**src/rtl/rle_xor_chain_byte_encoder_unit_macros.svh**
```systemverilog
// Assertion macros shared by the encoder RTL.
`ifndef RLE_XOR_CHAIN_BYTE_ENCODER_UNIT_MACROS_SVH
`define RLE_XOR_CHAIN_BYTE_ENCODER_UNIT_MACROS_SVH

// Check that cond holds in the same cycle as trig.
`define RXE_ASSERT_SAME(label, clk, rst_n, trig, cond, msg) \
  label: assert property (@(posedge clk) disable iff (!rst_n) (trig) |-> (cond)) \
    else $error(msg);

// Check that cond holds in the cycle after trig.
`define RXE_ASSERT_NEXT(label, clk, rst_n, trig, cond, msg) \
  label: assert property (@(posedge clk) disable iff (!rst_n) (trig) |=> (cond)) \
    else $error(msg);

`endif

```
**src/rtl/rxe_pkg.sv**
```systemverilog
// Shared types and constants of the run-length XOR chain encoder.
`default_nettype none

package rxe_pkg;

  // Input modes
  localparam logic [2:0] MODE_RAW       = 3'd0;
  localparam logic [2:0] MODE_CELL      = 3'd1;
  localparam logic [2:0] MODE_FLUSH     = 3'd2;
  localparam logic [2:0] MODE_CHAIN_CLR = 3'd3;
  localparam logic [2:0] MODE_CLR_SUMS  = 3'd4;
  localparam logic [2:0] MODE_EMIT_SUMS = 3'd5;

  // Back-end operations carried by the command queue
  localparam logic [1:0] OP_PUT1 = 2'd0;  // one byte
  localparam logic [1:0] OP_PUT2 = 2'd1;  // run pair: count then value
  localparam logic [1:0] OP_CLR  = 2'd2;  // clear both sums, no output
  localparam logic [1:0] OP_SUMS = 2'd3;  // eight sum bytes

  localparam logic [7:0] CELL_MASK_RESET = 8'hFF;

  localparam int unsigned RUN_LIMIT_DEFAULT   = 255;
  localparam int unsigned QUEUE_DEPTH_DEFAULT = 4;

  typedef struct packed {
    logic [1:0] op;
    logic       clr_chain;
    logic [7:0] b0;
    logic [7:0] b1;
  } rxe_cmd_t;

endpackage

`default_nettype wire

```
**src/rtl/rxe_front.sv**
```systemverilog
// Front end: takes input requests, tracks the current run and issues commands.
`default_nettype none

module rxe_front #(
  parameter int unsigned RUN_LIMIT = rxe_pkg::RUN_LIMIT_DEFAULT
) (
  input  wire logic             clk,
  input  wire logic             rst_n,
  input  wire logic             in_valid,
  output logic                  in_ready,
  input  wire logic [2:0]       in_mode,
  input  wire logic [7:0]       in_data_byte,
  input  wire logic             cfg_valid,
  input  wire logic [7:0]       cfg_data,
  input  wire logic             q_full,
  output logic                  q_push,
  output rxe_pkg::rxe_cmd_t     q_cmd
);

  localparam logic [7:0] RunLimitB = 8'(RUN_LIMIT);

  logic [7:0] cell_mask_r;
  logic [7:0] run_len_r, run_len_nxt;
  logic [7:0] run_val_r, run_val_nxt;
  logic [7:0] masked;
  logic       accept;
  logic       cmd_en;

  assign in_ready = !q_full;
  assign accept   = in_valid && in_ready;
  assign masked   = in_data_byte & cell_mask_r;
  assign q_push   = accept && cmd_en;

  always_comb begin
    cmd_en          = 1'b0;
    q_cmd.op        = rxe_pkg::OP_PUT1;
    q_cmd.clr_chain = 1'b0;
    q_cmd.b0        = in_data_byte;
    q_cmd.b1        = run_val_r;
    run_len_nxt     = run_len_r;
    run_val_nxt     = run_val_r;
    case (in_mode)
      rxe_pkg::MODE_RAW: begin
        cmd_en = 1'b1;
      end
      rxe_pkg::MODE_CHAIN_CLR: begin
        cmd_en          = 1'b1;
        q_cmd.clr_chain = 1'b1;
      end
      rxe_pkg::MODE_CELL: begin
        if (masked != run_val_r || run_len_r >= RunLimitB) begin
          // close the current run and open a new one
          cmd_en      = 1'b1;
          q_cmd.op    = rxe_pkg::OP_PUT2;
          q_cmd.b0    = run_len_r;
          run_len_nxt = 8'd1;
          run_val_nxt = masked;
        end else begin
          run_len_nxt = run_len_r + 8'd1;
        end
      end
      rxe_pkg::MODE_FLUSH: begin
        if (run_len_r != 8'd0) begin
          cmd_en   = 1'b1;
          q_cmd.op = rxe_pkg::OP_PUT2;
          q_cmd.b0 = run_len_r;
        end
        run_len_nxt = 8'd0;
        run_val_nxt = 8'd0;
      end
      rxe_pkg::MODE_CLR_SUMS: begin
        cmd_en   = 1'b1;
        q_cmd.op = rxe_pkg::OP_CLR;
      end
      rxe_pkg::MODE_EMIT_SUMS: begin
        cmd_en   = 1'b1;
        q_cmd.op = rxe_pkg::OP_SUMS;
      end
      default: begin
        cmd_en = 1'b0;
      end
    endcase
  end

  always_ff @(posedge clk) begin
    if (!rst_n) begin
      cell_mask_r <= rxe_pkg::CELL_MASK_RESET;
      run_len_r   <= 8'd0;
      run_val_r   <= 8'd0;
    end else begin
      if (cfg_valid) begin
        cell_mask_r <= cfg_data;
      end
      if (accept) begin
        run_len_r <= run_len_nxt;
        run_val_r <= run_val_nxt;
      end
    end
  end

endmodule

`default_nettype wire

```
**src/rtl/rxe_queue.sv**
```systemverilog
// Command queue between the front end and the put stage.
`default_nettype none
`include "rle_xor_chain_byte_encoder_unit_macros.svh"

module rxe_queue #(
  parameter int unsigned DEPTH = rxe_pkg::QUEUE_DEPTH_DEFAULT
) (
  input  wire logic              clk,
  input  wire logic              rst_n,
  input  wire logic              push,
  input  wire rxe_pkg::rxe_cmd_t push_cmd,
  output logic                   full,
  input  wire logic              pop,
  output logic                   head_valid,
  output rxe_pkg::rxe_cmd_t      head_cmd
);

  localparam int unsigned PtrW   = (DEPTH > 1) ? $clog2(DEPTH) : 1;
  localparam int unsigned CountW = $clog2(DEPTH + 1);
  localparam logic [PtrW-1:0]   PtrLast = PtrW'(DEPTH - 1);
  localparam logic [CountW-1:0] CountFull = CountW'(DEPTH);

  rxe_pkg::rxe_cmd_t slot_r [DEPTH];
  logic [PtrW-1:0]   wr_ptr_r, rd_ptr_r;
  logic [CountW-1:0] count_r, count_nxt;

  assign full       = (count_r == CountFull);
  assign head_valid = (count_r != '0);
  assign head_cmd   = slot_r[rd_ptr_r];

  always_comb begin
    case ({push, pop})
      2'b10:   count_nxt = count_r + CountW'(1);
      2'b01:   count_nxt = count_r - CountW'(1);
      default: count_nxt = count_r;
    endcase
  end

  always_ff @(posedge clk) begin
    if (push) begin
      slot_r[wr_ptr_r] <= push_cmd;
    end
  end

  always_ff @(posedge clk) begin
    if (!rst_n) begin
      wr_ptr_r <= '0;
      rd_ptr_r <= '0;
      count_r  <= '0;
    end else begin
      count_r <= count_nxt;
      if (push) begin
        wr_ptr_r <= (wr_ptr_r == PtrLast) ? '0 : wr_ptr_r + PtrW'(1);
      end
      if (pop) begin
        rd_ptr_r <= (rd_ptr_r == PtrLast) ? '0 : rd_ptr_r + PtrW'(1);
      end
    end
  end

  `RXE_ASSERT_SAME(a_no_overflow, clk, rst_n, push, !full, "push into full queue")
  `RXE_ASSERT_SAME(a_no_underflow, clk, rst_n, pop, head_valid, "pop from empty queue")
  `RXE_ASSERT_SAME(a_count_range, clk, rst_n, 1'b1, count_r <= CountFull, "queue count overrun")

endmodule

`default_nettype wire

```
**src/rtl/rxe_back.sv**
```systemverilog
// Put stage: XOR chain, running sums, sum emission and the output register.
`default_nettype none
`include "rle_xor_chain_byte_encoder_unit_macros.svh"

module rxe_back (
  input  wire logic              clk,
  input  wire logic              rst_n,
  input  wire logic              head_valid,
  input  wire rxe_pkg::rxe_cmd_t head_cmd,
  output logic                   pop,
  output logic                   out_valid,
  input  wire logic              out_ready,
  output logic [7:0]             out_byte,
  output logic                   out_last_of_run,
  output logic [31:0]            out_plain_sum,
  output logic [31:0]            out_coded_sum
);

  logic [7:0]  chain_r, chain_nxt;
  logic [31:0] plain_r, plain_nxt;
  logic [31:0] coded_r, coded_nxt;
  logic [31:0] word_r, src_word;
  logic [2:0]  step_r, last_step;
  logic [7:0]  put_val, sum_byte, chain_in;
  logic        out_valid_r;
  logic [7:0]  out_byte_r;
  logic        out_last_r;
  logic [31:0] out_plain_r, out_coded_r;
  logic        is_clr, advance, step_done;

  always_comb begin
    case (head_cmd.op)
      rxe_pkg::OP_PUT2: last_step = 3'd1;
      rxe_pkg::OP_SUMS: last_step = 3'd7;
      default:          last_step = 3'd0;
    endcase
  end

  // first byte of each word comes from the live sum, the rest from the snapshot
  assign src_word = (step_r[1:0] == 2'd0) ? (step_r[2] ? coded_r : plain_r) : word_r;

  always_comb begin
    case (step_r[1:0])
      2'd0:    sum_byte = src_word[7:0];
      2'd1:    sum_byte = src_word[15:8];
      2'd2:    sum_byte = src_word[23:16];
      default: sum_byte = src_word[31:24];
    endcase
  end

  always_comb begin
    case (head_cmd.op)
      rxe_pkg::OP_PUT2: put_val = step_r[0] ? head_cmd.b1 : head_cmd.b0;
      rxe_pkg::OP_SUMS: put_val = sum_byte;
      default:          put_val = head_cmd.b0;
    endcase
  end

  assign chain_in  = (head_cmd.op == rxe_pkg::OP_PUT1 && head_cmd.clr_chain) ? 8'd0 : chain_r;
  assign chain_nxt = chain_in ^ put_val;
  assign plain_nxt = plain_r + {24'd0, put_val};
  assign coded_nxt = coded_r + {24'd0, chain_nxt};

  assign is_clr    = head_valid && (head_cmd.op == rxe_pkg::OP_CLR);
  assign advance   = head_valid && !is_clr && (!out_valid_r || out_ready);
  assign step_done = (step_r == last_step);
  assign pop       = is_clr || (advance && step_done);

  always_ff @(posedge clk) begin
    if (!rst_n) begin
      chain_r     <= 8'd0;
      plain_r     <= 32'd0;
      coded_r     <= 32'd0;
      step_r      <= 3'd0;
      out_valid_r <= 1'b0;
    end else begin
      if (advance) begin
        chain_r     <= chain_nxt;
        plain_r     <= plain_nxt;
        coded_r     <= coded_nxt;
        step_r      <= step_done ? 3'd0 : step_r + 3'd1;
        out_valid_r <= 1'b1;
      end else begin
        if (is_clr) begin
          plain_r <= 32'd0;
          coded_r <= 32'd0;
        end
        if (out_ready) begin
          out_valid_r <= 1'b0;
        end
      end
    end
  end

  always_ff @(posedge clk) begin
    if (advance) begin
      out_byte_r  <= chain_nxt;
      out_last_r  <= step_done;
      out_plain_r <= plain_nxt;
      out_coded_r <= coded_nxt;
      if (step_r[1:0] == 2'd0) begin
        word_r <= src_word;
      end
    end
  end

  assign out_valid       = out_valid_r;
  assign out_byte        = out_byte_r;
  assign out_last_of_run = out_last_r;
  assign out_plain_sum   = out_plain_r;
  assign out_coded_sum   = out_coded_r;

  `RXE_ASSERT_SAME(a_step_holds_cmd, clk, rst_n, step_r != 3'd0, head_valid, "mid-sequence without command")
  `RXE_ASSERT_SAME(a_step_range, clk, rst_n, head_valid, step_r <= last_step, "step past last byte")
  `RXE_ASSERT_NEXT(a_sums_last, clk, rst_n, advance && head_cmd.op == rxe_pkg::OP_SUMS && step_r == 3'd7, out_valid && out_last_of_run, "sum emission not closed")

endmodule

`default_nettype wire

```
**src/rtl/rle_xor_chain_byte_encoder_unit.sv**
```systemverilog
// Top level of the run-length XOR chain byte encoder.
// Byte encoder with a run-length front end. Each input request carries a mode and a byte:
// raw bytes and chain-clear raw bytes give one result, run cells are masked with cell_mask and
// give a (count, value) pair of results when the run breaks or reaches RUN_LIMIT, a flush
// gives the pending pair (if any) and resets the run, clear-sums gives nothing, and emit-sums
// gives eight results (plain sum then coded sum, little-endian). Every result byte is the
// plain byte XORed into a running chain byte; each result also carries both 32-bit wrapping
// sums after that byte, and last_of_run marks the final result of a request. Input requests are
// accepted one per cycle while the command queue (QUEUE_DEPTH entries) has room; the put stage
// delivers one result byte per cycle while out_ready allows, so a run pair holds it for two bytes
// and a sum emission for eight, and long bursts of those stall the input once the queue fills.
// cell_mask is written through the cfg port, which is always ready; write it only while the
// block is idle.
`default_nettype none

module rle_xor_chain_byte_encoder_unit #(
  parameter int unsigned RUN_LIMIT   = rxe_pkg::RUN_LIMIT_DEFAULT,
  parameter int unsigned QUEUE_DEPTH = rxe_pkg::QUEUE_DEPTH_DEFAULT
) (
  input  wire logic        clk,
  input  wire logic        rst_n,
  // input requests
  input  wire logic        in_valid,
  output logic             in_ready,
  input  wire logic [2:0]  in_mode,
  input  wire logic [7:0]  in_data_byte,
  // results
  output logic             out_valid,
  input  wire logic        out_ready,
  output logic [7:0]       out_byte,
  output logic             out_last_of_run,
  output logic [31:0]      out_plain_sum,
  output logic [31:0]      out_coded_sum,
  // cell_mask write
  input  wire logic        cfg_valid,
  output logic             cfg_ready,
  input  wire logic [7:0]  cfg_data
);

  rxe_pkg::rxe_cmd_t push_cmd, head_cmd;
  logic              q_push, q_full, q_pop, q_head_valid;

  assign cfg_ready = 1'b1;

  // front: classify requests and track the run
  rxe_front #(
    .RUN_LIMIT (RUN_LIMIT)
  ) u_front (
    .clk          (clk),
    .rst_n        (rst_n),
    .in_valid     (in_valid),
    .in_ready     (in_ready),
    .in_mode      (in_mode),
    .in_data_byte (in_data_byte),
    .cfg_valid    (cfg_valid),
    .cfg_data     (cfg_data),
    .q_full       (q_full),
    .q_push       (q_push),
    .q_cmd        (push_cmd)
  );

  // decouple front and put stage
  rxe_queue #(
    .DEPTH (QUEUE_DEPTH)
  ) u_queue (
    .clk        (clk),
    .rst_n      (rst_n),
    .push       (q_push),
    .push_cmd   (push_cmd),
    .full       (q_full),
    .pop        (q_pop),
    .head_valid (q_head_valid),
    .head_cmd   (head_cmd)
  );

  // back: put bytes through the chain and sums, hold results until taken
  rxe_back u_back (
    .clk             (clk),
    .rst_n           (rst_n),
    .head_valid      (q_head_valid),
    .head_cmd        (head_cmd),
    .pop             (q_pop),
    .out_valid       (out_valid),
    .out_ready       (out_ready),
    .out_byte        (out_byte),
    .out_last_of_run (out_last_of_run),
    .out_plain_sum   (out_plain_sum),
    .out_coded_sum   (out_coded_sum)
  );

endmodule

`default_nettype wire

```
**config.mk**
```make
export PLATFORM = sky130hd
export DESIGN_NAME = rle_xor_chain_byte_encoder_unit
export DESIGN_NICKNAME = d
export VERILOG_FILES = /design/src/rtl/rxe_pkg.sv /design/src/rtl/rxe_front.sv /design/src/rtl/rxe_queue.sv /design/src/rtl/rxe_back.sv /design/src/rtl/rle_xor_chain_byte_encoder_unit.sv
export VERILOG_INCLUDE_DIRS = /design/src /design/src/rtl
export SDC_FILE = /design/constraint.sdc
export NUM_CORES = 1
export LEC_CHECK = 0
export ABC_AREA = 1
export BUFFER_PORTS_ARGS = -buffer_cell sky130_fd_sc_hd__clkbuf_2
export CORE_ASPECT_RATIO = 1.75
export CORE_UTILIZATION = 50
export DETAILED_ROUTE_END_ITERATION = 7
export GPL_TIMING_DRIVEN = 0
export PLACE_DENSITY = 0.71
export RECOVER_POWER = 25
export SLEW_MARGIN = 20
export SYNTH_ARGS = -nofsm -noshare
export SYNTH_HDL_FRONTEND = slang
export SYNTH_SLANG_ARGS = --single-unit
```
**constraint.sdc**
```tcl
create_clock -name clk -period 3.5 [get_ports clk]
set_input_delay 0.35 -clock clk [delete_from_list [all_inputs] [get_ports clk]]
set_output_delay 0.35 -clock clk [all_outputs]
set_load 0.02 [all_outputs]
```
* Yosys cells after proc, flatten, opt, wreduce, memory -nomap -nowiden *
Memories as Yosys holds them, arrays and structs flattened. A register that Yosys moved wholly into a read port is not among the register bits.
Index checks and enable logic that the tools add are counted.

storage, ports and cells
  register bits after elaboration = 212
  bits in writable memories = 76
  logic and storage cells = 106
  memories = 1

memory list
  name            depth  bits a word  read ports  clocked after memory_dff  wr ports  line             text
  u_queue.slot_r  4      19           1           1                         1         rxe_queue.sv:23  rxe_pkg::rxe_cmd_t slot_r [DEPTH];

operators by class
  $add $sub $neg = 8
  reduce and logical (&&, ||, !) cells = 26
  magnitude comparators = 1
  equality and inequality tests = 18
  bitwise gates (word level) = 2
  multiplexer cells = 34

operator list
  cell                 number
  $mux 32              5
  $add 32x8->32        2
  $pmux 8 s2           4
  $mux 8               6
  $pmux 8 s3           1
  $eq 2x2->1 const B   6
  $pmux 3 s2           2
  $eq 3x3->1 const B   3
  $mux 1               9
  $add 8x1->8 const B  1
  $and 8x8->8          1
  $ge 8x8->1 const B   1
  $mux 2               4
  $ne 8x8->1           1
  $pmux 2 s4           1
  $reduce_bool 2->1    4
  $reduce_bool 8->1    1
  $xor 8x8->8          1
  $logic_and 1x1->1    7
  $add 3x1->3 const B  2
  $eq 2x1->1 const B   3
  $eq 3x2->1 const B   2
  $add 2x1->2 const B  2
  $logic_not 2->1      2
  other kinds (13)     18

* Longest topological paths before layout *
Gate-level depths: netlist (run 1).

  word-level depth = 9
  gate-level depth with buffers = 27
  gate-level depth less buffers = 26

* Modules after synthesis *
A second synthesis (run 1) with hierarchy kept.

second synthesis, totals
  cells, all modules = 1789
  area total of the unflattened synthesis = 14715.4 um2

by module, submodules not included
  module                           times used  cells each  area an instance (um2)  seq. area each (um2)
  rxe_back                         1           1272        9721.8                  4434.3
  rxe_queue                        1           244         3316.9                  2462.4
  rxe_front                        1           271         1665.3                  480.5
  rle_xor_chain_byte_encoder_unit  1           2           11.3                    0.0

* Worst setup path before layout (run 1) *
OpenSTA, ideal clock, no wires.

  kind = register to register
  from = register u_back.step_r[0]
  to = register u_back.out_coded_r[18] (netlist: u_back.out_coded_sum[18]), data pin
  buffers on the path = 2
  data required time = 3.245 ns
  slack = -0.099 ns
  setup time = 0.255 ns
  cell stages (with the launch flop) = 24
  data arrival time = 3.345 ns
  cells stage by stage = dfxtp_1 clkinv_1 ha_1 buf_2 buf_1 o211ai_1 nand3_1 nand2_1 nand2_1 nand2_1 nand2_1 nand2_1 ha_1 inv_1 fa_1 inv_1 nand3_1 nand2_1 nand3b_1 nand2_1 nand2_1 inv_1 nand3_1 and2_1

between the ends
  longest elaborated chain between the ends = 6

ends and longest elaborated chain
  what                            line                            text
  from (decl)                     rxe_back.sv:23                  logic [2:0] step_r, last_step;
  from (signal assigned)          rxe_back.sv:81                  step_r <= step_done ? 3'd0 : step_r + 3'd1;
  $logic_not 2->1                 rxe_back.sv:40, rxe_back.sv:43
  $mux 32                         rxe_back.sv:40                  assign src_word = (step_r[1:0] == 2'd0) ? (step_r[2] ? coded_r : plain_r) : word_r;
  $pmux 8 s3                      rxe_back.sv:43                  case (step_r[1:0])
  $pmux 8 s2 *                    rxe_back.sv:52                  case (head_cmd.op)
  $xor 8x8->8 *                   rxe_back.sv:60                  assign chain_nxt = chain_in ^ put_val;
  named net u_back.chain_nxt[0]   rxe_back.sv:19                  logic [7:0] chain_r, chain_nxt;
  $add 32x8->32 *                 rxe_back.sv:62                  assign coded_nxt = coded_r + {24'd0, chain_nxt};
  named net u_back.coded_nxt[18]  rxe_back.sv:21                  logic [31:0] coded_r, coded_nxt;
  to (signal assigned)            rxe_back.sv:100                 out_coded_r <= coded_nxt;
  to (decl)                       rxe_back.sv:28                  logic [31:0] out_plain_r, out_coded_r;

The timed path passes the listed nets; every way through them passes the cells marked *.
A chain may end at the register's enable or synchronous reset.

* Worst setup path in the final report (run 1) *
  from = register u_back.step_r[1]
  to = register u_back.out_coded_r[16] (netlist: u_back.out_coded_sum[16]), data pin

between the ends
  longest elaborated chain between the ends = 6

ends and longest elaborated chain
  what                            line            text
  $logic_not 2->1                 rxe_back.sv:40
  $mux 32                         rxe_back.sv:40
  named net u_back.src_word[25]   rxe_back.sv:22  logic [31:0] word_r, src_word;
  $pmux 8 s3                      rxe_back.sv:43
  $pmux 8 s2                      rxe_back.sv:52
  $xor 8x8->8                     rxe_back.sv:60
  named net u_back.chain_nxt[1]   rxe_back.sv:19
  $add 32x8->32                   rxe_back.sv:62
  named net u_back.coded_nxt[16]  rxe_back.sv:21

The timed path passes the listed nets, and every way through them passes these cells.

==> results of run 1 <==
## cells in the mapped netlist (9+ instances only)
| cell | n |
|---|---|
| nand2_1 | 588 |
| nand3_1 | 175 |
| edfxtp_1 | 173 |
| inv_1 | 123 |
| a21oi_1 | 120 |
| dfxtp_1 | 109 |
| nor2_1 | 101 |
| o21ai_0 | 30 |
| xor2_1 | 29 |
| ha_1 | 28 |
| nor3_1 | 27 |
| buf_2 | 23 |
| clkbuf_1 | 22 |
| o21a_1 | 20 |
| nand4_1 | 18 |
| and2_1 | 16 |
| buf_6 | 16 |
| o211ai_1 | 16 |
| nand3b_1 | 10 |
| or2_2 | 10 |
| nand2_2 | 9 |
## metrics by stage
stage / cells / cell area [µm²] / power, W
floorplan: 1719 / 14300 / 0.0101
CTS: 2252 / 16500 / 0.0158
global route: 2264 / 16800 / 0.0173
finish: 2264 / 16800 / 0.0163
global placement: 2188 / 15300 / 0.0124
detailed placement: 2192 / 15300 / 0.0125
## area by class of cell
class,instances,area share (%)
buffer,65,2.80
clock inverter,19,1.22
timing repair buffer,126,4.38
tap,373,2.77
inverter,131,3.05
sequential,282,43.9
multi-input combinational,1239,38.0
clock buffer,29,3.93
## flip-flops by register name, summed over array words and instances, names as in the netlist, named ones only
name / flops
u_back.chain_r: 8
u_back.coded_r: 32
u_back.out_byte: 8
u_back.out_coded_sum: 32
u_back.out_last_of_run: 1
u_back.out_plain_sum: 32
u_back.out_valid: 1
u_back.plain_r: 32
u_back.step_r: 3
u_back.word_r: 24
u_front.cell_mask_r: 8
u_front.run_len_r: 8
u_front.run_val_r: 8
u_queue.count_r: 3
u_queue.rd_ptr_r: 2
u_queue.slot_r: 76
u_queue.wr_ptr_r: 2
## worst reg2reg max path: stages, from the launching register on
cell	delay, ns
dfxtp_4	0.36
inv_4	0.08
ha_4	0.18
inv_2	0.08
clkbuf_4	0.20
a21oi_4	0.15
a21oi_2	0.10
a21oi_2	0.15
nand2_1	0.09
nand2_1	0.11
nand2_1	0.09
nand2_2	0.11
inv_1	0.07
fa_2	0.39
inv_4	0.11
nand3_2	0.09
nand2_2	0.09
nand3b_1	0.08
nand2_2	0.14
buf_4	0.15
nand3_1	0.08
and2_1	0.18
## what timing repair did
| action | 4_1_cts | 5_1_grt |
|---|---|---|
| resized for setup | 55 | 88 |
| hold endpoints to repair | 8 | 0 |
| endpoints found under the setup margin | 112 | 86 |
| cloned | 0 | 1 |
| buffers inserted | 6 | 11 |
| pin swaps | 4 | 24 |
| hold buffers | 8 | 0 |
## cells by family after synthesis
logic type,count (synthesis)
fa+ha+maj,31
xor+xnor,37
other cells,1
flops,282
compound gates,199
simple gates,971
buf+inv,198
## worst max-delay path by stage
| stage | from | endpoint | slack, ns |
|---|---|---|---|
| floorplan | u_back.step_r[0]$_SDFFE_PN0P_ | u_back.out_coded_sum[18]$_DFFE_PP_ | 0.10 |
| global placement | u_back.step_r[0]$_SDFFE_PN0P_ | u_back.out_coded_sum[18]$_DFFE_PP_ | -0.85 |
| detailed placement | u_back.step_r[0]$_SDFFE_PN0P_ | u_back.out_coded_sum[18]$_DFFE_PP_ | -0.86 |
| CTS | u_back.step_r[0]$_SDFFE_PN0P_ | u_back.out_coded_sum[18]$_DFFE_PP_ | -0.02 |
| global route | u_back.step_r[2]$_SDFFE_PN0P_ | u_back.out_coded_sum[17]$_DFFE_PP_ | -0.03 |
| finish | u_back.step_r[1]$_SDFFE_PN0P_ | u_back.out_coded_sum[16]$_DFFE_PP_ | 0.15 |
## power by group
| part | leakage [nW] | switching [W] | internal [W] | total, W |
|---|---|---|---|---|
| Clock | 0.424 | 0.00135 | 0.00155 | 0.00290 |
| Combinational | 3.95 | 0.00546 | 0.00273 | 0.00818 |
| Sequential | 2.53 | 0.000375 | 0.00484 | 0.00521 |
| Total | 6.91 | 0.00718 | 0.00912 | 0.0163 |
## routing by layer
layer | global-route usage (%) | vias to the layer above
met5 | 0 | -
met4 | 23.1 | 0
met3 | 3.51 | 177
met2 | 53.6 | 394
met1 | 26.9 | 5689
li1 | - | 6020
==> run_results.csv, run 1 <==
group,metric,value,unit
route,wl,40800,µm
placement,port-buffer-count,96,
logic_synthesis,synth_cells,1719,
worst_hold_path,min_to,"u_back.out_valid$_SDFFE_PN0P_",
route,top_layer,"met4",
placement,dp_hpwl,30900,µm
grt,grt_pass1_wl,62600,µm
setup_path,crit_buf_inv,6,
clock_network,cts_tree,"yes",
floorplan,die_h,226,µm
logic_synthesis,synthAdderAreaFrac,2.87,%
outcome,outcome,"complete, no violations",
finish,layout_common_cells,"nand2_1, edfxtp_1, nand3_1, inv_1, a21oi_1",
logic_synthesis,synth_area_leader_cell,"edfxtp_1",
sta,tightest_slew,0.826,ns
setup_path,path_class,"reg -> reg",
logic_synthesis,yosys.area_share.simple,29.1,%
logic_synthesis,ys_async_sr_fraction,0,%
clock_network,clk_latency,0.57,ns
pwr,p_per_area,968,nW/µm²
logic_synthesis,synth_edf_count,173,
grt,antenna_found_initial,0,
sta,final-max-slew-violation-count,0,
placement,gp_congestion,0.958,
sta,fin_setup_tns,0,ns
setup_path,arrival,3.66,ns
worst_hold_path,holdCritPathClass,"in -> reg",
grt,grt_usage,28.5,%
logic_synthesis,synth_top_family_by_area,"simple AND/OR/NAND/NOR gates",
setup_path,path_cells,"inv_4 -> ha_4 -> inv_2 -> clkbuf_4 -> a21oi_4 -> a21oi_2 -> a21oi_2 -> nand2_1 -> nand2_1 -> nand2_1 -> nand2_2 -> inv_1 -> fa_2 -> inv_4 -> nand3_2 -> nand2_2 -> nand3b_1 -> nand2_2 -> buf_4 -> nand3_1 -> and2_1",
finish,fin_util,60.0,%
sta,setup_viol,0,
route,drc,0,
worst_hold_path,min_path_cells,4,
logic_synthesis,yosysTopAreaCellShare,36.3,%
clock_network,clk_pin_slew,0.07,ns
clock_network,cts_sinks,282,
floorplan,dieArea,29300,µm²
pwr,vdd_drop_max,0.000535,V
setup_path,reg2reg_setup_slack,0.15,ns
pwr,leakage,6.91,nW
sta,fin_hold_ws,0.148,ns
grt,grt_pass1_vias,11900,
route,avgViaCountPerCell,5.42,
setup_path,crit_path_end_kind,"register",
logic_synthesis,synth-xor-area-share,2.32,%
finish,num_antenna_cells,0,
sta,finalCriticalPeriod,3.35,ns
setup_path,path_max_fanout,6,
clock_network,clock-root-buffer,"clkbuf_16",
logic_synthesis,synth_area_leaders,"edfxtp_1, nand2_1, dfxtp_1",
floorplan,ios,100,
route,wire_per_inst,18.0,µm
logic_synthesis,yosys_warnings,0,
finish,drive_above_1_share,17.7,%
setup_path,start_kind,"register",
logic_synthesis,syn_area,14300,µm²
placement,post-place-ws,-0.864,ns
sta,max_slew_margin,44.5,%
setup_path,worstPathRequired,3.80,ns
finish,regArea,7390,µm²
route,drt_iter0_drc,742,
sta,finClkSkew,0.0236,ns
route,antenna_left,0,
run,drv_cap,0,
logic_synthesis,syn_nets,1774,
sta,hold_violations,0,
logic_synthesis,yosys-mux-area-fraction,0,%
sta,period_share,95.8,%
finish,final_common_cell,"nand2_1",
clock_network,cts.path.max_buffers,3,
route,met3_length,1750,µm
setup_path,rr_endpoint,"u_back.out_coded_sum[16]$_DFFE_PP_",
grt,overflow,0,
logic_synthesis,syn_area_per_cell,8.32,µm²
setup_path,worst-path-stages,21,
logic_synthesis,synth_seq_cells,282,
setup_path,reg2regPathDepth,21,
setup_path,slowest_stage,"fa_2",
floorplan,placeableCoreArea,28100,µm²
route,dr_wl_met2,21700,µm
logic_synthesis,synth_seq_area_share,51.6,%
logic_synthesis,synth_compound_area_share,7.76,%
floorplan,start_util,50.9,%
finish,area_delta_synth_final,17.7,%
logic_synthesis,synth.distinct_cells,48,
finish,fillers,2503,
route,drt-pass1-iter-count,7,
finish,nNetsFinal,1926,
route,vias,12300,
clock_network,cts_made_buffers,26,
finish,multi_input_area,6390,µm²
setup_path,critical_path.top_delay_family,"simple AND/OR/NAND/NOR gates",
sta,fmax,298,MHz
logic_synthesis,synthFlopType,"edfxtp_1",
route,wl_met1,13700,µm
floorplan,fp-row-count,81,
floorplan,die_x,130,µm
setup_path,r2r_start,"u_back.step_r[1]$_SDFFE_PN0P_",
setup_path,crit_path_max_incr_delay,0.39,ns
worst_hold_path,hold_start,"out_ready",
clock_network,htree_levels,1,
grt,grt_max_degree,83,
sta,setup_slack,0.146,ns
No activity file was read; power rests on OpenSTA's default activity.
==> run 2: changes to the inputs <==
==> constraint.sdc (replaced) <==
create_clock -name clk -period 3.5 [get_ports clk]
set_input_delay 0.7 -clock clk [delete_from_list [all_inputs] [get_ports clk]]
set_output_delay 0.7 -clock clk [all_outputs]
set_load 0.02 [all_outputs]
==> run_results.csv, run 2 (synthesized netlist as in run 1, its figures left out) <==
group,metric,value,unit
grt,grt_pass1_vias,11800,
pwr,power,0.0163,W
grt,grt_pass1_wl,62400,µm
finish,layout_common_cells,"nand2_1, edfxtp_1, nand3_1, inv_1, a21oi_1",
sta,fin_setup_tns,0,ns
pwr,leakage,6.87,nW
setup_path,worstPathRequired,3.80,ns
route,wl,40500,µm
sta,fin_hold_ws,0.342,ns
placement,dp_cells,2192,
setup_path,crit_path_end_kind,"register",
setup_path,start_kind,"register",
clock_network,cts_sinks,282,
grt,overflow,0,
clock_network,htree_levels,1,
floorplan,dieArea,29300,µm²
sta,final-max-slew-violation-count,0,
setup_path,arrival,3.66,ns
worst_hold_path,holdCritPathClass,"in -> reg",
pwr,p_per_area,972,nW/µm²
grt,met3_usage,3.48,%
grt,gr-usage-met2,53.4,%
finish,final_common_cell,"nand2_1",
finish,nNetsFinal,1918,
route,wire_per_inst,18.0,µm
sta,period_share,96.0,%
setup_path,path_max_fanout,10,
finish,drive_above_1_share,17.7,%
clock_network,cts_hold_buf,0,
finish,area_delta_synth_final,17.2,%
route,antenna_left,0,
sta,hold_violations,0,
sta,max_slew_margin,47.4,%
finish,regMostFlops,"u_queue.slot_r",
route,drt_iter0_drc,805,
placement,post-place-ws,-0.864,ns
outcome,outcome,"complete, no violations",
clock_network,cts.path.max_buffers,3,
placement,port-buffer-count,96,
floorplan,placeableCoreArea,28100,µm²
floorplan,die_h,226,µm
sta,finClkSkew,0.0226,ns
sta,setup_viol,0,
finish,stdcell_count,2256,
clock_network,clock-root-buffer,"clkbuf_16",
sta,finalCriticalPeriod,3.36,ns
grt,top_usage_layer,"met2",
finish,fillers,2518,
finish,num_antenna_cells,0,
sta,setup_slack,0.139,ns
floorplan,ios,100,
grt,antenna_found_initial,0,
setup_path,path_class,"reg -> reg",
clock_network,cts_tree,"yes",
floorplan,die_x,130,µm
sta,tightest_slew,0.784,ns
clock_network,clk_pin_slew,0.07,ns
route,drc,0,
placement,dp_hpwl,30900,µm
grt,use_met1,26.9,%
floorplan,start_util,50.9,%
route,vias,12300,
finish,largest_reg_flops,76,
sta,fmax,298,MHz
floorplan,fp-row-count,81,
grt,grt_usage,28.4,%
clock_network,cts_made_buffers,26,
pwr,vdd_drop_max,0.000534,V
grt,grt_max_degree,83,
route,avgViaCountPerCell,5.44,
route,drt-pass1-iter-count,5,
placement,gp_congestion,0.958,
run,drv_cap,0,
clock_network,clk_latency,0.57,ns
==> run 2: cell types whose count changed in the layout (fill, tap and decap cells not counted) <==
cell | before | now
dlygate4sd3_1 | 8 | 0
==> run 2: repair_timing <==
item                       in CTS  in global routing
pin swaps                       4                 24
buffers inserted                6                 11
gates resized for setup        55                 88
setup endpoints to repair     112                 86
gates cloned                    0                  1
==> run 2: report_power, final <==
part           internal, W  switching (W)
Combinational      0.00272        0.00546
Sequential         0.00484       0.000374
Clock              0.00155        0.00134
Total              0.00911        0.00717
==> run 2: critical path, stage by stage, from the launching register on <==
cell      delay (ns)
dfxtp_1         0.31
clkbuf_4        0.18
buf_2           0.32
a21oi_1         0.14
a21oi_2         0.21
a21oi_2         0.10
nand2_1         0.12
nand2_1         0.08
nand2_1         0.10
nand2_2         0.11
ha_4            0.37
nand3_1         0.11
nand2_2         0.17
nand3_1         0.11
nand2_2         0.12
nand2_1         0.07
nand2_2         0.13
nand3_1         0.14
and2_1          0.20
==> run 2: metrics by stage <==
step / instance area [µm²] / utilization [%]
after detailed placement: 15300 / 54.5
after CTS: 16400 / 58.5
after floorplan: 14300 / -
after global routing: 16800 / 59.7
after global placement: 15300 / 54.3
final: 16800 / 59.7
==> run 2: area by class of cell <==
class / count / area (µm²) / share of cell area, %
plain buffers: 65 / 472 / 2.82
repair buffers: 118 / 658 / 3.93
clock buffers: 29 / 662 / 3.95
multi-input cells: 1239 / 6390 / 38.1
well taps: 373 / 467 / 2.79
inverters: 131 / 514 / 3.07
clock inverters: 19 / 205 / 1.22
flip-flops and latches: 282 / 7390 / 44.1
==> run 2: final timing paths <==
path                                         from                                   to  slack, ns  cells after the start
setup / recovery    u_back.step_r[2]$_SDFFE_PN0P_   u_back.out_coded_sum[17]$_DFFE_PP_       0.14                     18
hold / removal                        cfg_data[5]  u_front.cell_mask_r[5]$_SDFFE_PN1P_       0.34                      3
setup reg to reg    u_back.step_r[2]$_SDFFE_PN0P_   u_back.out_coded_sum[17]$_DFFE_PP_       0.14                     18
hold reg to reg   u_queue.count_r[0]$_SDFFE_PN0P_      u_queue.count_r[0]$_SDFFE_PN0P_       0.46                      1
==> run 2: layer usage <==
metal,vias up,part of all wire [%]
met5,-,0
met4,0,9.2
met3,178,4.5
met2,440,53
met1,5645,33
li1,6004,-
==> run 3: changes to the inputs <==
SYNTH_HIERARCHICAL = 1   (was unset)
==> run_results.csv, run 3 <==
group,metric,value,unit
setup_path,worstPathRequired,3.80,ns
pwr,p_per_area,802,nW/µm²
finish,drive_above_1_share,18.0,%
sta,finClkSkew,0.0120,ns
logic_synthesis,synth.distinct_cells,53,
floorplan,placeableCoreArea,28800,µm²
sta,max_slew_margin,36.3,%
sta,period_share,98.7,%
sta,final-max-slew-violation-count,0,
clock_network,clock-root-buffer,"clkbuf_16",
placement,gp_congestion,0.996,
placement,dp_hpwl,31000,µm
pwr,vdd_drop_max,0.000480,V
finish,multi_input_area,6770,µm²
clock_network,cts_made_buffers,27,
logic_synthesis,synth_seq_cells,282,
sta,fin_setup_tns,0,ns
setup_path,path_max_fanout,8,
grt,grt_usage,27.5,%
clock_network,htree_levels,1,
setup_path,slowest_stage,"dfxtp_2",
finish,num_antenna_cells,0,
worst_hold_path,holdCritPathClass,"in -> reg",
setup_path,path_class,"reg -> reg",
grt,grt_max_degree,66,
sta,fin_hold_ws,0.356,ns
route,drc,0,
run,drv_cap,0,
grt,overflow,0,
floorplan,start_util,51.0,%
floorplan,die_x,132,µm
route,drt-pass1-iter-count,5,
logic_synthesis,synth_seq_area_share,50.1,%
finish,regMostFlops,"u_queue/slot_r",
route,drt_iter0_drc,722,
finish,largest_reg_flops,76,
logic_synthesis,synthMostInstantiatedCell,"nand2_1",
grt,grt_pass1_wl,64300,µm
floorplan,fp-row-count,82,
sta,grt_setup_unrepaired,"yes",
logic_synthesis,ys_async_sr_fraction,0,%
logic_synthesis,syn_nets,1844,
finish,nNetsFinal,2004,
sta,fmax,290,MHz
logic_synthesis,synth_edf_count,173,
logic_synthesis,syn_area,14700,µm²
logic_synthesis,synth_area_leaders,"edfxtp_1, dfxtp_1, nand2_1",
grt,antenna_found_initial,0,
sta,tightest_slew,0.955,ns
route,avgViaCountPerCell,5.49,
logic_synthesis,yosysTopAreaCellShare,35.3,%
clock_network,cts_tree,"yes",
placement,port-buffer-count,97,
sta,hold_violations,0,
logic_synthesis,syn_area_per_cell,8.23,µm²
setup_path,reg2reg_setup_slack,0.05,ns
finish,regArea,7390,µm²
setup_path,start_kind,"register",
setup_path,arrival,3.76,ns
clock_network,clk_pin_slew,0.07,ns
logic_synthesis,yosys_warnings,6,
finish,area_delta_synth_final,18.4,%
setup_path,path_cells,"buf_6 -> buf_4 -> o21ai_0 -> o22ai_2 -> buf_6 -> inv_2 -> nand3_1 -> inv_4 -> buf_4 -> nor2_1 -> inv_1 -> nand3_1 -> nand2_2 -> ha_4 -> nand2_1 -> nand2_2 -> a21oi_2 -> nand2_2 -> nand2_1 -> nand2_1 -> or2_2 -> and2_1",
sta,setup_viol,0,
setup_path,crit_path_max_incr_delay,0.36,ns
finish,fillers,2544,
pwr,leakage,7.18,nW
sta,finalCriticalPeriod,3.45,ns
grt,grt_pass1_vias,12400,
setup_path,crit_buf_inv,7,
route,antenna_left,0,
finish,final_common_cell,"nand2_1",
pwr,power,0.0140,W
logic_synthesis,synth_cells,1789,
logic_synthesis,synth_area_leader_cell,"edfxtp_1",
route,wire_per_inst,17.9,µm
setup_path,critical_path.top_delay_family,"simple AND/OR/NAND/NOR gates",
finish,layout_common_cells,"nand2_1, inv_1, edfxtp_1, nand3_1, nor2_1",
setup_path,crit_path_end_kind,"register",
clock_network,cts.path.max_buffers,3,
route,vias,12900,
floorplan,ios,100,
floorplan,dieArea,30100,µm²
route,wl,42000,µm
clock_network,cts_sinks,282,
logic_synthesis,synthFlopType,"edfxtp_1",
clock_network,cts_hold_buf,0,
floorplan,die_h,229,µm
logic_synthesis,synth_commonest_cells,"nand2_1, inv_1, edfxtp_1, nand3_1, nor2_1",
outcome,outcome,"complete, no violations",
clock_network,clk_latency,0.55,ns
==> run 3: cell types whose count changed after synthesis, moves of 16 or more <==
cell / previous run / this run
o21ai_0: 30 / 66
nand2_1: 588 / 532
o22ai_1: 0 / 20
inv_1: 123 / 183
o21a_1: 20 / 0
o211ai_1: 16 / 0
a21oi_1: 120 / 102
nor2_1: 101 / 127
nand3_1: 175 / 156
==> run 3: power by group <==
| group | switching (W) | internal, W | leakage, nW |
|---|---|---|---|
| Clock | 0.00129 | 0.00165 | 0.422 |
| Sequential | 0.000281 | 0.00466 | 2.53 |
| Combinational | 0.00421 | 0.00188 | 4.23 |
==> run 3: cells by family after synthesis <==
logic type                 Yosys count  synth area share (%)
other                                1                0.0255
AOI/OAI and AO/OA                  220                  8.29
buffers and inverters              260                  7.58
and+or+nand+nor                    967                  29.3
xor gates and xnor gates            28                  1.87
adders and majority gates           31                  2.79
DFF                                282                  50.1
==> run 3: repair_timing <==
action                                  CTS  global route
resized for setup                        70           101
pin swaps                                 9            28
endpoints found under the setup margin  118            90
cloned                                    0             1
setup buffers                            16            16
==> run 3: worst min-delay path: cells and delay by family <==
kind,cells,cell delay [ns]
buffers and inverters,1,0.07
and+or+nand+nor,2,0.10
==> run 3: final timing paths <==
| check | start | end | cells past startpoint |
|---|---|---|---|
| worst min register to register | u_back/plain_r[0]$_SDFFE_PN0P_ | u_back/plain_r[0]$_SDFFE_PN0P_ | 2 |
| worst max-delay path | register | u_back/out_coded_sum[15]$_DFFE_PP_ | 22 |
| worst max register to register | register | u_back/out_coded_sum[15]$_DFFE_PP_ | 22 |
| worst min-delay path | cfg_data[6] | u_front/cell_mask_r[6]$_SDFFE_PN1P_ | 3 |
==> run 3: final cells by class <==
cell class	count	area share, %
inverter	198	4.39
tap	378	2.71
timing repair buffer	131	4.18
buffer	62	2.45
multi-input combinational	1247	38.8
clock buffer	36	4.24
clock inverter	13	0.818
sequential	282	42.4
==> run 3: per-stage QoR <==
stage	cells	util [%]	setup WS, ns	instance area [µm²]
after floorplan	1789	-	0.110	14700
after global placement	2264	54.4	-0.834	15700
after detailed placement	2265	54.5	-0.924	15700
after CTS	2330	58.9	0.00845	17000
after global routing	2347	60.4	-0.0625	17400
final	2347	60.4	0.0472	17400
==> run 3: metal layers <==
metal / global-route usage [%] / part of all wire [%]
met5: 0 / 0
met2: 53.1 / 53
met4: 21.7 / 8.7
met1: 25.5 / 33
met3: 3.53 / 4.5
